File: config.mk
export PLATFORM = sky130hd
export DESIGN_NAME = izhikevich_neuron_step
export DESIGN_NICKNAME = d
export VERILOG_FILES = /design/src/rtl/core/izh_pkg.sv /design/src/rtl/core/izh_seq.sv /design/src/rtl/core/izh_dp.sv /design/src/rtl/core/izhikevich_neuron_step.sv
export SDC_FILE = /design/constraint.sdc
export NUM_CORES = 2
export LEC_CHECK = 0
export ABC_AREA = 1
export BUFFER_PORTS_ARGS = -buffer_cell sky130_fd_sc_hd__buf_2
export CAP_MARGIN = 20
export CORE_ASPECT_RATIO = 1.4
export CORE_MARGIN = 2
export CORE_UTILIZATION = 55
export DETAILED_ROUTE_END_ITERATION = 7
export PLACE_DENSITY_LB_ADDON = 0.12
export SYNTH_ARGS = -nofsm -noshare
export SYNTH_HDL_FRONTEND = slang
export SYNTH_SLANG_ARGS = --single-unit
export TNS_END_PERCENT = 30
File: constraint.sdc
create_clock -name clk -period 14.05 [get_ports clk]
set_input_delay 0 -clock clk [delete_from_list [all_inputs] [get_ports clk]]
set_output_delay 0 -clock clk [all_outputs]
set_load 0.02 [all_outputs]
File: src/rtl/core/izh_pkg.sv
// Izhikevich neuron step: shared constants, types, fixed-point helpers and microcode ROM.
// Depends on nothing; used by izh_seq, izh_dp and izhikevich_neuron_step.
package izh_pkg;

	localparam int FRAC_BITS = 16;
	localparam longint ONE_FX = longint'(1) << FRAC_BITS;

	localparam logic signed [31:0] K_004 = 32'((4 * ONE_FX + 50) / 100);
	localparam logic signed [31:0] K_5   = 32'(5 * ONE_FX);
	localparam logic signed [31:0] K_140 = 32'(140 * ONE_FX);
	localparam logic signed [31:0] K_30  = 32'(30 * ONE_FX);

	localparam longint RST_A_L    = (2 * ONE_FX + 50) / 100;
	localparam longint RST_B_L    = (2 * ONE_FX + 5) / 10;
	localparam longint RST_C_L    = -65 * ONE_FX;
	localparam longint RST_D_L    = 8 * ONE_FX;
	localparam longint RST_REST_L = -70 * ONE_FX;
	localparam longint RST_U_L    =
		(RST_B_L * RST_REST_L + (longint'(1) << (FRAC_BITS - 1))) >>> FRAC_BITS;

	localparam logic signed [31:0] RST_A    = 32'(RST_A_L);
	localparam logic signed [31:0] RST_B    = 32'(RST_B_L);
	localparam logic signed [31:0] RST_C    = 32'(RST_C_L);
	localparam logic signed [31:0] RST_D    = 32'(RST_D_L);
	localparam logic signed [31:0] RST_REST = 32'(RST_REST_L);
	localparam logic signed [31:0] RST_U    = 32'(RST_U_L);

	typedef enum logic [2:0] {
		CFG_A    = 3'd0,
		CFG_B    = 3'd1,
		CFG_C    = 3'd2,
		CFG_D    = 3'd3,
		CFG_REST = 3'd4
	} cfg_idx_t;

	typedef struct packed {
		logic signed [31:0] a;
		logic signed [31:0] b;
		logic signed [31:0] c;
		logic signed [31:0] d;
		logic signed [31:0] rest;
	} cfg_t;

	typedef enum logic [2:0] {
		OP_NOP,
		OP_SPIKE,
		OP_T,
		OP_HALF,
		OP_W,
		OP_U,
		OP_REST,
		OP_USET
	} op_t;

	typedef enum logic [1:0] {
		MA_K004,
		MA_V,
		MA_B,
		MA_A
	} mul_a_t;

	typedef enum logic [1:0] {
		MB_V,
		MB_T,
		MB_REST
	} mul_b_t;

	typedef logic [3:0] step_t;

	localparam step_t STEP_REST = 4'd14;

	typedef struct packed {
		op_t    op;
		logic   mul_en;
		mul_a_t ma;
		mul_b_t mb;
		logic   br_rest;
		step_t  target;
		logic   last;
	} cw_t;

	typedef struct packed {
		logic act;
		cw_t  cw;
	} ctl_t;

	function automatic logic signed [31:0] sat32(input logic signed [63:0] x);
		if (x > 64'sd2147483647) begin
			return 32'sh7fffffff;
		end else if (x < -64'sd2147483648) begin
			return 32'sh80000000;
		end
		return x[31:0];
	endfunction

	// round-half-up then floor shift, saturated
	function automatic logic signed [31:0] fmul_post(input logic signed [63:0] p);
		logic signed [63:0] r;
		r = (p + (64'sd1 <<< (FRAC_BITS - 1))) >>> FRAC_BITS;
		return sat32(r);
	endfunction

	function automatic cw_t mc(input op_t op, input logic mul_en, input mul_a_t ma,
		input mul_b_t mb, input logic last);
		cw_t w;
		w.op      = op;
		w.mul_en  = mul_en;
		w.ma      = ma;
		w.mb      = mb;
		w.br_rest = 1'b0;
		w.target  = '0;
		w.last    = last;
		return w;
	endfunction

	function automatic cw_t ucode(input step_t step);
		cw_t w;
		unique case (step)
			4'd0: begin
				w = mc(OP_NOP, 1'b0, MA_V, MB_V, 1'b0);
				w.br_rest = 1'b1;
				w.target  = STEP_REST;
			end
			4'd1:  w = mc(OP_SPIKE, 1'b0, MA_V,    MB_V,    1'b0);
			4'd2:  w = mc(OP_NOP,   1'b1, MA_K004, MB_V,    1'b0);
			4'd3:  w = mc(OP_T,     1'b0, MA_V,    MB_V,    1'b0);
			4'd4:  w = mc(OP_NOP,   1'b1, MA_V,    MB_T,    1'b0);
			4'd5:  w = mc(OP_HALF,  1'b0, MA_V,    MB_V,    1'b0);
			4'd6:  w = mc(OP_NOP,   1'b1, MA_K004, MB_V,    1'b0);
			4'd7:  w = mc(OP_T,     1'b0, MA_V,    MB_V,    1'b0);
			4'd8:  w = mc(OP_NOP,   1'b1, MA_V,    MB_T,    1'b0);
			4'd9:  w = mc(OP_HALF,  1'b0, MA_V,    MB_V,    1'b0);
			4'd10: w = mc(OP_NOP,   1'b1, MA_B,    MB_V,    1'b0);
			4'd11: w = mc(OP_W,     1'b0, MA_V,    MB_V,    1'b0);
			4'd12: w = mc(OP_NOP,   1'b1, MA_A,    MB_T,    1'b0);
			4'd13: w = mc(OP_U,     1'b0, MA_V,    MB_V,    1'b1);
			4'd14: w = mc(OP_REST,  1'b1, MA_B,    MB_REST, 1'b0);
			4'd15: w = mc(OP_USET,  1'b0, MA_V,    MB_V,    1'b1);
			default: w = mc(OP_NOP, 1'b0, MA_V,    MB_V,    1'b1);
		endcase
		return w;
	endfunction

endpackage

File: src/rtl/core/izh_seq.sv
// Izhikevich neuron step: microcode sequencer (step counter, ROM fetch, rest branch).
// Depends on izh_pkg.
module izh_seq (
	input  logic            clk,
	input  logic            arst_n,
	input  logic            start,
	input  logic            start_mode,
	input  logic            out_blocked,
	output logic            busy,
	output izh_pkg::ctl_t   ctl
);

	logic               busy_q;
	logic               mode_q;
	izh_pkg::step_t     step_q;
	izh_pkg::cw_t       cw;
	logic               act;

	assign cw   = izh_pkg::ucode(step_q);
	// hold on the final step until the output register is free
	assign act  = busy_q && !(cw.last && out_blocked);
	assign busy = busy_q;
	assign ctl  = '{act: act, cw: cw};

	always_ff @(posedge clk or negedge arst_n) begin
		if (!arst_n) begin
			busy_q <= 1'b0;
			mode_q <= 1'b0;
			step_q <= '0;
		end else if (start) begin
			busy_q <= 1'b1;
			mode_q <= start_mode;
			step_q <= '0;
		end else if (act) begin
			if (cw.last) begin
				busy_q <= 1'b0;
			end else if (cw.br_rest && mode_q) begin
				step_q <= cw.target;
			end else begin
				step_q <= step_q + 4'd1;
			end
		end
	end

endmodule

File: src/rtl/core/izh_dp.sv
// Izhikevich neuron step: datapath with one shared registered multiplier and state v, u.
// Depends on izh_pkg; driven by the control word from izh_seq.
module izh_dp (
	input  logic                clk,
	input  logic                arst_n,
	input  izh_pkg::ctl_t       ctl,
	input  logic                load,
	input  logic signed [31:0]  input_current,
	input  izh_pkg::cfg_t       cfg,
	output logic signed [31:0]  v,
	output logic                spk
);

	logic signed [31:0] v_q;
	logic signed [31:0] u_q;
	logic signed [31:0] t_q;
	logic signed [31:0] cur_q;
	logic signed [63:0] p_q;
	logic               spk_q;

	logic signed [31:0] ma;
	logic signed [31:0] mb;
	logic signed [31:0] fm;
	logic signed [32:0] t_sum;
	logic signed [34:0] s_sum;
	logic signed [34:0] s_half;
	logic signed [35:0] v_sum;
	logic signed [32:0] w_sum;
	logic signed [32:0] u_sum;
	logic signed [32:0] ud_sum;

	always_comb begin
		unique case (ctl.cw.ma)
			izh_pkg::MA_K004: ma = izh_pkg::K_004;
			izh_pkg::MA_V:    ma = v_q;
			izh_pkg::MA_B:    ma = cfg.b;
			izh_pkg::MA_A:    ma = cfg.a;
			default:          ma = v_q;
		endcase
		unique case (ctl.cw.mb)
			izh_pkg::MB_V:    mb = v_q;
			izh_pkg::MB_T:    mb = t_q;
			izh_pkg::MB_REST: mb = cfg.rest;
			default:          mb = v_q;
		endcase
	end

	assign fm     = izh_pkg::fmul_post(p_q);
	assign t_sum  = 33'(fm) + 33'(izh_pkg::K_5);
	assign s_sum  = 35'(fm) + 35'(izh_pkg::K_140) - 35'(u_q) + 35'(cur_q);
	assign s_half = (s_sum + 35'sd1) >>> 1;
	assign v_sum  = 36'(v_q) + 36'(s_half);
	assign w_sum  = 33'(fm) - 33'(u_q);
	assign u_sum  = 33'(u_q) + 33'(fm);
	assign ud_sum = 33'(u_q) + 33'(cfg.d);

	always_ff @(posedge clk) begin
		if (ctl.act && ctl.cw.mul_en) begin
			p_q <= 64'(ma) * 64'(mb);
		end
		if (load) begin
			cur_q <= input_current;
		end
		if (ctl.act) begin
			case (ctl.cw.op)
				izh_pkg::OP_T: t_q <= izh_pkg::sat32(64'(t_sum));
				izh_pkg::OP_W: t_q <= izh_pkg::sat32(64'(w_sum));
				default: ;
			endcase
		end
	end

	always_ff @(posedge clk or negedge arst_n) begin
		if (!arst_n) begin
			v_q   <= izh_pkg::RST_REST;
			u_q   <= izh_pkg::RST_U;
			spk_q <= 1'b0;
		end else if (load) begin
			spk_q <= 1'b0;
		end else if (ctl.act) begin
			case (ctl.cw.op)
				izh_pkg::OP_SPIKE: begin
					if (v_q >= izh_pkg::K_30) begin
						spk_q <= 1'b1;
						v_q   <= cfg.c;
						u_q   <= izh_pkg::sat32(64'(ud_sum));
					end
				end
				izh_pkg::OP_HALF: v_q <= izh_pkg::sat32(64'(v_sum));
				izh_pkg::OP_U:    u_q <= izh_pkg::sat32(64'(u_sum));
				izh_pkg::OP_REST: v_q <= cfg.rest;
				izh_pkg::OP_USET: u_q <= fm;
				default: ;
			endcase
		end
	end

	assign v   = v_q;
	assign spk = spk_q;

endmodule

File: src/rtl/core/izhikevich_neuron_step.sv
// Izhikevich neuron step: top level with handshakes, configuration registers, output register.
// Depends on izh_pkg, izh_seq and izh_dp.
//
//  channel | signals                               | dir | accepted when
//  in      | in_valid/in_ready, mode, input_current | in  | in_valid && in_ready
//  out     | out_valid/out_ready, potential, spike  | out | out_valid && out_ready
//  cfg     | cfg_valid/cfg_ready, cfg_index, cfg_data | in | cfg_valid (ready always high)
//
// Step items run ucode steps 0 to 13, rest items steps 0, 14, 15; one control word is
// issued per cycle unless the last step is held; the single 32x32 multiplier is registered.
// in_ready is high whenever the sequencer is idle, also while a result waits in the output
// register; a finished item holds on its last step until that register is free.
// Reset loads the configuration reset values, v = -70.0 and u = b*v.
module izhikevich_neuron_step (
	input  logic               clk,
	input  logic               arst_n,
	input  logic               in_valid,
	output logic               in_ready,
	input  logic               mode,
	input  logic signed [31:0] input_current,
	output logic               out_valid,
	input  logic               out_ready,
	output logic signed [31:0] potential,
	output logic               spike,
	input  logic               cfg_valid,
	output logic               cfg_ready,
	input  logic [2:0]         cfg_index,
	input  logic [31:0]        cfg_data
);

	izh_pkg::cfg_t      cfg_q;
	izh_pkg::ctl_t      ctl;
	logic               busy;
	logic               start;
	logic               out_valid_q;
	logic signed [31:0] potential_q;
	logic               spike_q;
	logic signed [31:0] v;
	logic               spk;

	assign in_ready  = !busy;
	assign cfg_ready = 1'b1;
	assign start     = in_valid && !busy;

	always_ff @(posedge clk or negedge arst_n) begin
		if (!arst_n) begin
			cfg_q.a    <= izh_pkg::RST_A;
			cfg_q.b    <= izh_pkg::RST_B;
			cfg_q.c    <= izh_pkg::RST_C;
			cfg_q.d    <= izh_pkg::RST_D;
			cfg_q.rest <= izh_pkg::RST_REST;
		end else if (cfg_valid) begin
			unique case (cfg_index)
				izh_pkg::CFG_A:    cfg_q.a    <= cfg_data;
				izh_pkg::CFG_B:    cfg_q.b    <= cfg_data;
				izh_pkg::CFG_C:    cfg_q.c    <= cfg_data;
				izh_pkg::CFG_D:    cfg_q.d    <= cfg_data;
				izh_pkg::CFG_REST: cfg_q.rest <= cfg_data;
				default: ;
			endcase
		end
	end

	izh_seq u_seq (
		.clk         (clk),
		.arst_n      (arst_n),
		.start       (start),
		.start_mode  (mode),
		.out_blocked (out_valid_q && !out_ready),
		.busy        (busy),
		.ctl         (ctl)
	);

	izh_dp u_dp (
		.clk           (clk),
		.arst_n        (arst_n),
		.ctl           (ctl),
		.load          (start),
		.input_current (input_current),
		.cfg           (cfg_q),
		.v             (v),
		.spk           (spk)
	);

	always_ff @(posedge clk or negedge arst_n) begin
		if (!arst_n) begin
			out_valid_q <= 1'b0;
		end else if (ctl.act && ctl.cw.last) begin
			out_valid_q <= 1'b1;
		end else if (out_ready) begin
			out_valid_q <= 1'b0;
		end
	end

	always_ff @(posedge clk) begin
		if (ctl.act && ctl.cw.last) begin
			potential_q <= v;
			spike_q     <= spk;
		end
	end

	assign out_valid = out_valid_q;
	assign potential = potential_q;
	assign spike     = spike_q;

endmodule

==> impl_metrics.toml <==
[floorplanning]
core_mm2 = 0.1173
die_h_um = 410.1
initial_core_util = 0.5525
dieArea_mm2 = 0.1206
io_pins = 109
die_w_um = 294.1
row_count = 149

[yosys]
yosysUniqueCellTypes = 61
synth_edf_count = 146
synth-seq-cells = 378
syn_nets = 9587
ys_warn_count = 0
synth-compound-area-share = 0.1029
syn_area_per_cell_um2 = 8.092
synth-xor-area-share = 0.03731
synth_fa_ha_area_frac = 0.4201
synthFlopType = "dfrtp_1"
seq_area_frac_synth = 0.1587
synth_top_cell_by_area = "fa_1"
synth-simple-area-share = 0.1564
synth_top_area_frac = 0.3442
synthArstFlopShare = 0.6138
synth_area_mm2 = 0.06479
synth_mux_area_frac = 0
ys_top_cells_by_area = "fa_1, nand2_1, inv_1, ha_1, edfxtp_1"
netlist_instances = 8007
synth_common_cells = "nand2_1, inv_1, fa_1"
synth_top_family_by_area = "adder cells"
yosysMostFrequentCell = "nand2_1"

[grt]
grt_max_degree = 94
overflow = 0
antenna_found_initial = 8
grt_pass1_wl_um = 362300
track_usage = 0.4062
grt_pass1_vias = 58631

[setup_path]
max_stage_delay_ps = 820
critical-path-slowest-cell = "a21boi_2"
crit_path_end_kind = "flip-flop"
cp.arrival_ps = 11890
worstSetupStartpointType = "flip-flop"
crit_path_frequent_cell = "nand2_1"
path_max_fanout = 33
required_ps = 14570
path_class = "reg2reg"

[final_layout]
drive_above_1_share = 0.05633
multi_input_area_mm2 = 0.04654
regArea_mm2 = 0.01028
final_area_mm2 = 0.06908
area_growth_syn_to_layout_pct = 6.612
num-fill-cells = 10809
utilization = 0.5891
nNetsFinal = 9612

[timing]
fin_crit_sh = 0.8088
finalSetupViolations = 0
drv_slew = 0
rsz0062_at_grt = "no"
relSlewSlack = 0.1916
period_minus_slack_ps = 11360
fmax_mhz = 88.00
whs_ps = -26.02
hold_viol_final = 5
tns_ps = 0
worst_slew_pin_slew_ps = 1197
finClkSkew_ps = 35.72

[flow_run]
drv_cap = 0

[outcome]
violations = "hold timing"
outcome = "complete, but fails checks"

[route]
routed_wl_um = 239000
drt_iter0_markers = 4478
drt_pass1_iterations = 6
vias = 55287
wl_per_cell_um = 24.96
antenna_left = 0
vias_per_cell = 5.772
drc = 0

[placement]
io_buffers = 107
place.gp.congestion = 1.063
place_area_mm2 = 0.06696
post-dp-hpwl_um = 195200

[clock_tree]
cts_buffers = 36
htreeDepth = 2
clk_pin_slew_ps = 80
post_cts_resized = 0
clock-root-buffer = "clkbuf_16"
cts_buffer_depth = 3
clock_sinks = 378
tritoncts = "done"
clock_latency_ps = 610

[worst_hold_path]
hold_class = "in2async"
[repair_timing]
action	4_1_cts	5_1_grt
buffers inserted	0	0
hold buffers	63	4
hold endpoints to repair	245	3
[cell usage in the layout, fill, tap and decap left out, types with 8 or more instances in the layout]
cell type         n
nand2_1        1839
inv_1          1815
fa_1           1114
nor2_1          429
a21oi_1         419
o21ai_0         414
ha_1            393
xor2_1          196
nand3_1         159
dfrtp_1         159
edfxtp_1        146
buf_4           111
buf_2           106
xnor2_1          80
dfstp_2          73
dlygate4sd3_1    67
a221oi_1         53
nand4_1          44
clkbuf_16        37
a21oi_2          32
a31oi_1          31
a221o_1          27
nor3_1           21
o211ai_1         20
o21a_1           20
nand2_2          18
a21o_1           16
o2111ai_1        16
a21boi_0         15
nor4_1           14
o21ai_1          11
o21bai_1         11
clkinv_1         10
o31ai_1          10
diode_2           9
inv_2             9
o22ai_1           9
and3_1            8
[final timing paths]
path / start / end / slack [ps] / depth (start not counted)
max in group asynchronous: arst_n / cfg_q[126] / 11770 / 4
min reg2reg: cfg_q[146] / cfg_q[146] / 490 / 2
min in group clk: cfg_data[27] / cfg_q[155] / 20 / 3
max: u_dp.p_q[15] / u_dp.v[3] / 2690 / 51
min: arst_n / u_seq.step_q[2] / -30 / 2
max reg2reg: u_dp.p_q[15] / u_dp.v[3] / 2690 / 51
[cell type report]
cell class / count / share of cell area
multi-input combinational: 5492 / 0.6738
inverter: 1832 / 0.09955
antenna: 9 / 0.0003260
timing repair buffer: 292 / 0.03126
clock buffer: 39 / 0.01366
clock inverter: 27 / 0.005253
sequential: 378 / 0.1488
tap: 1510 / 0.02735
[flip-flops by register name (all words and copies together), names as in the netlist, 4 cells and up]
register	flops
cfg_q	160
potential	32
u_dp.cur_q	32
u_dp.p_q	49
u_dp.t_q	32
u_dp.u_q	32
u_dp.v	32
u_seq.step_q	4
[per-layer routing]
metal / up-vias / GRT usage / routed length, um
met4: 8 / 0.2805 / 20930
li1: 24341 / - / -
met3: 792 / 0.06804 / 17040
met5: - / 0 / 50
met2: 2567 / 0.6948 / 117200
met1: 27579 / 0.4634 / 83860
[worst max-delay path, delay by kind of cell, from the launching register on]
kind / cells / cell delay [ps]
buffers and inverters: 5 / 820
AND/OR/NAND/NOR: 23 / 3570
flip-flops: 1 / 370
adder cells (fa/ha/maj): 5 / 1790
XOR/XNOR: 2 / 700
AO/OA/AOI/OAI: 16 / 3990
[through the flow]
| step | cells | setup slack [ps] |
|---|---|---|
| after floorplan | 8007 | 5074 |
| after global placement | 9425 | 2638 |
| after detailed placement | 9429 | 2741 |
| after CTS | 9558 | 2629 |
| after global routing | 9570 | 1882 |
| final | 9579 | 2687 |
[cells by family after synthesis]
family / count (synthesis)
DFF: 378
and+or+nand+nor: 2561
adders and majority gates: 1507
other: 1
AOI/OAI and AO/OA: 1147
buffers and inverters: 2137
xor gates and xnor gates: 276
Power is not shown: default switching activity piles up to over one toggle a cycle in this logic, so the estimate is an artifact.
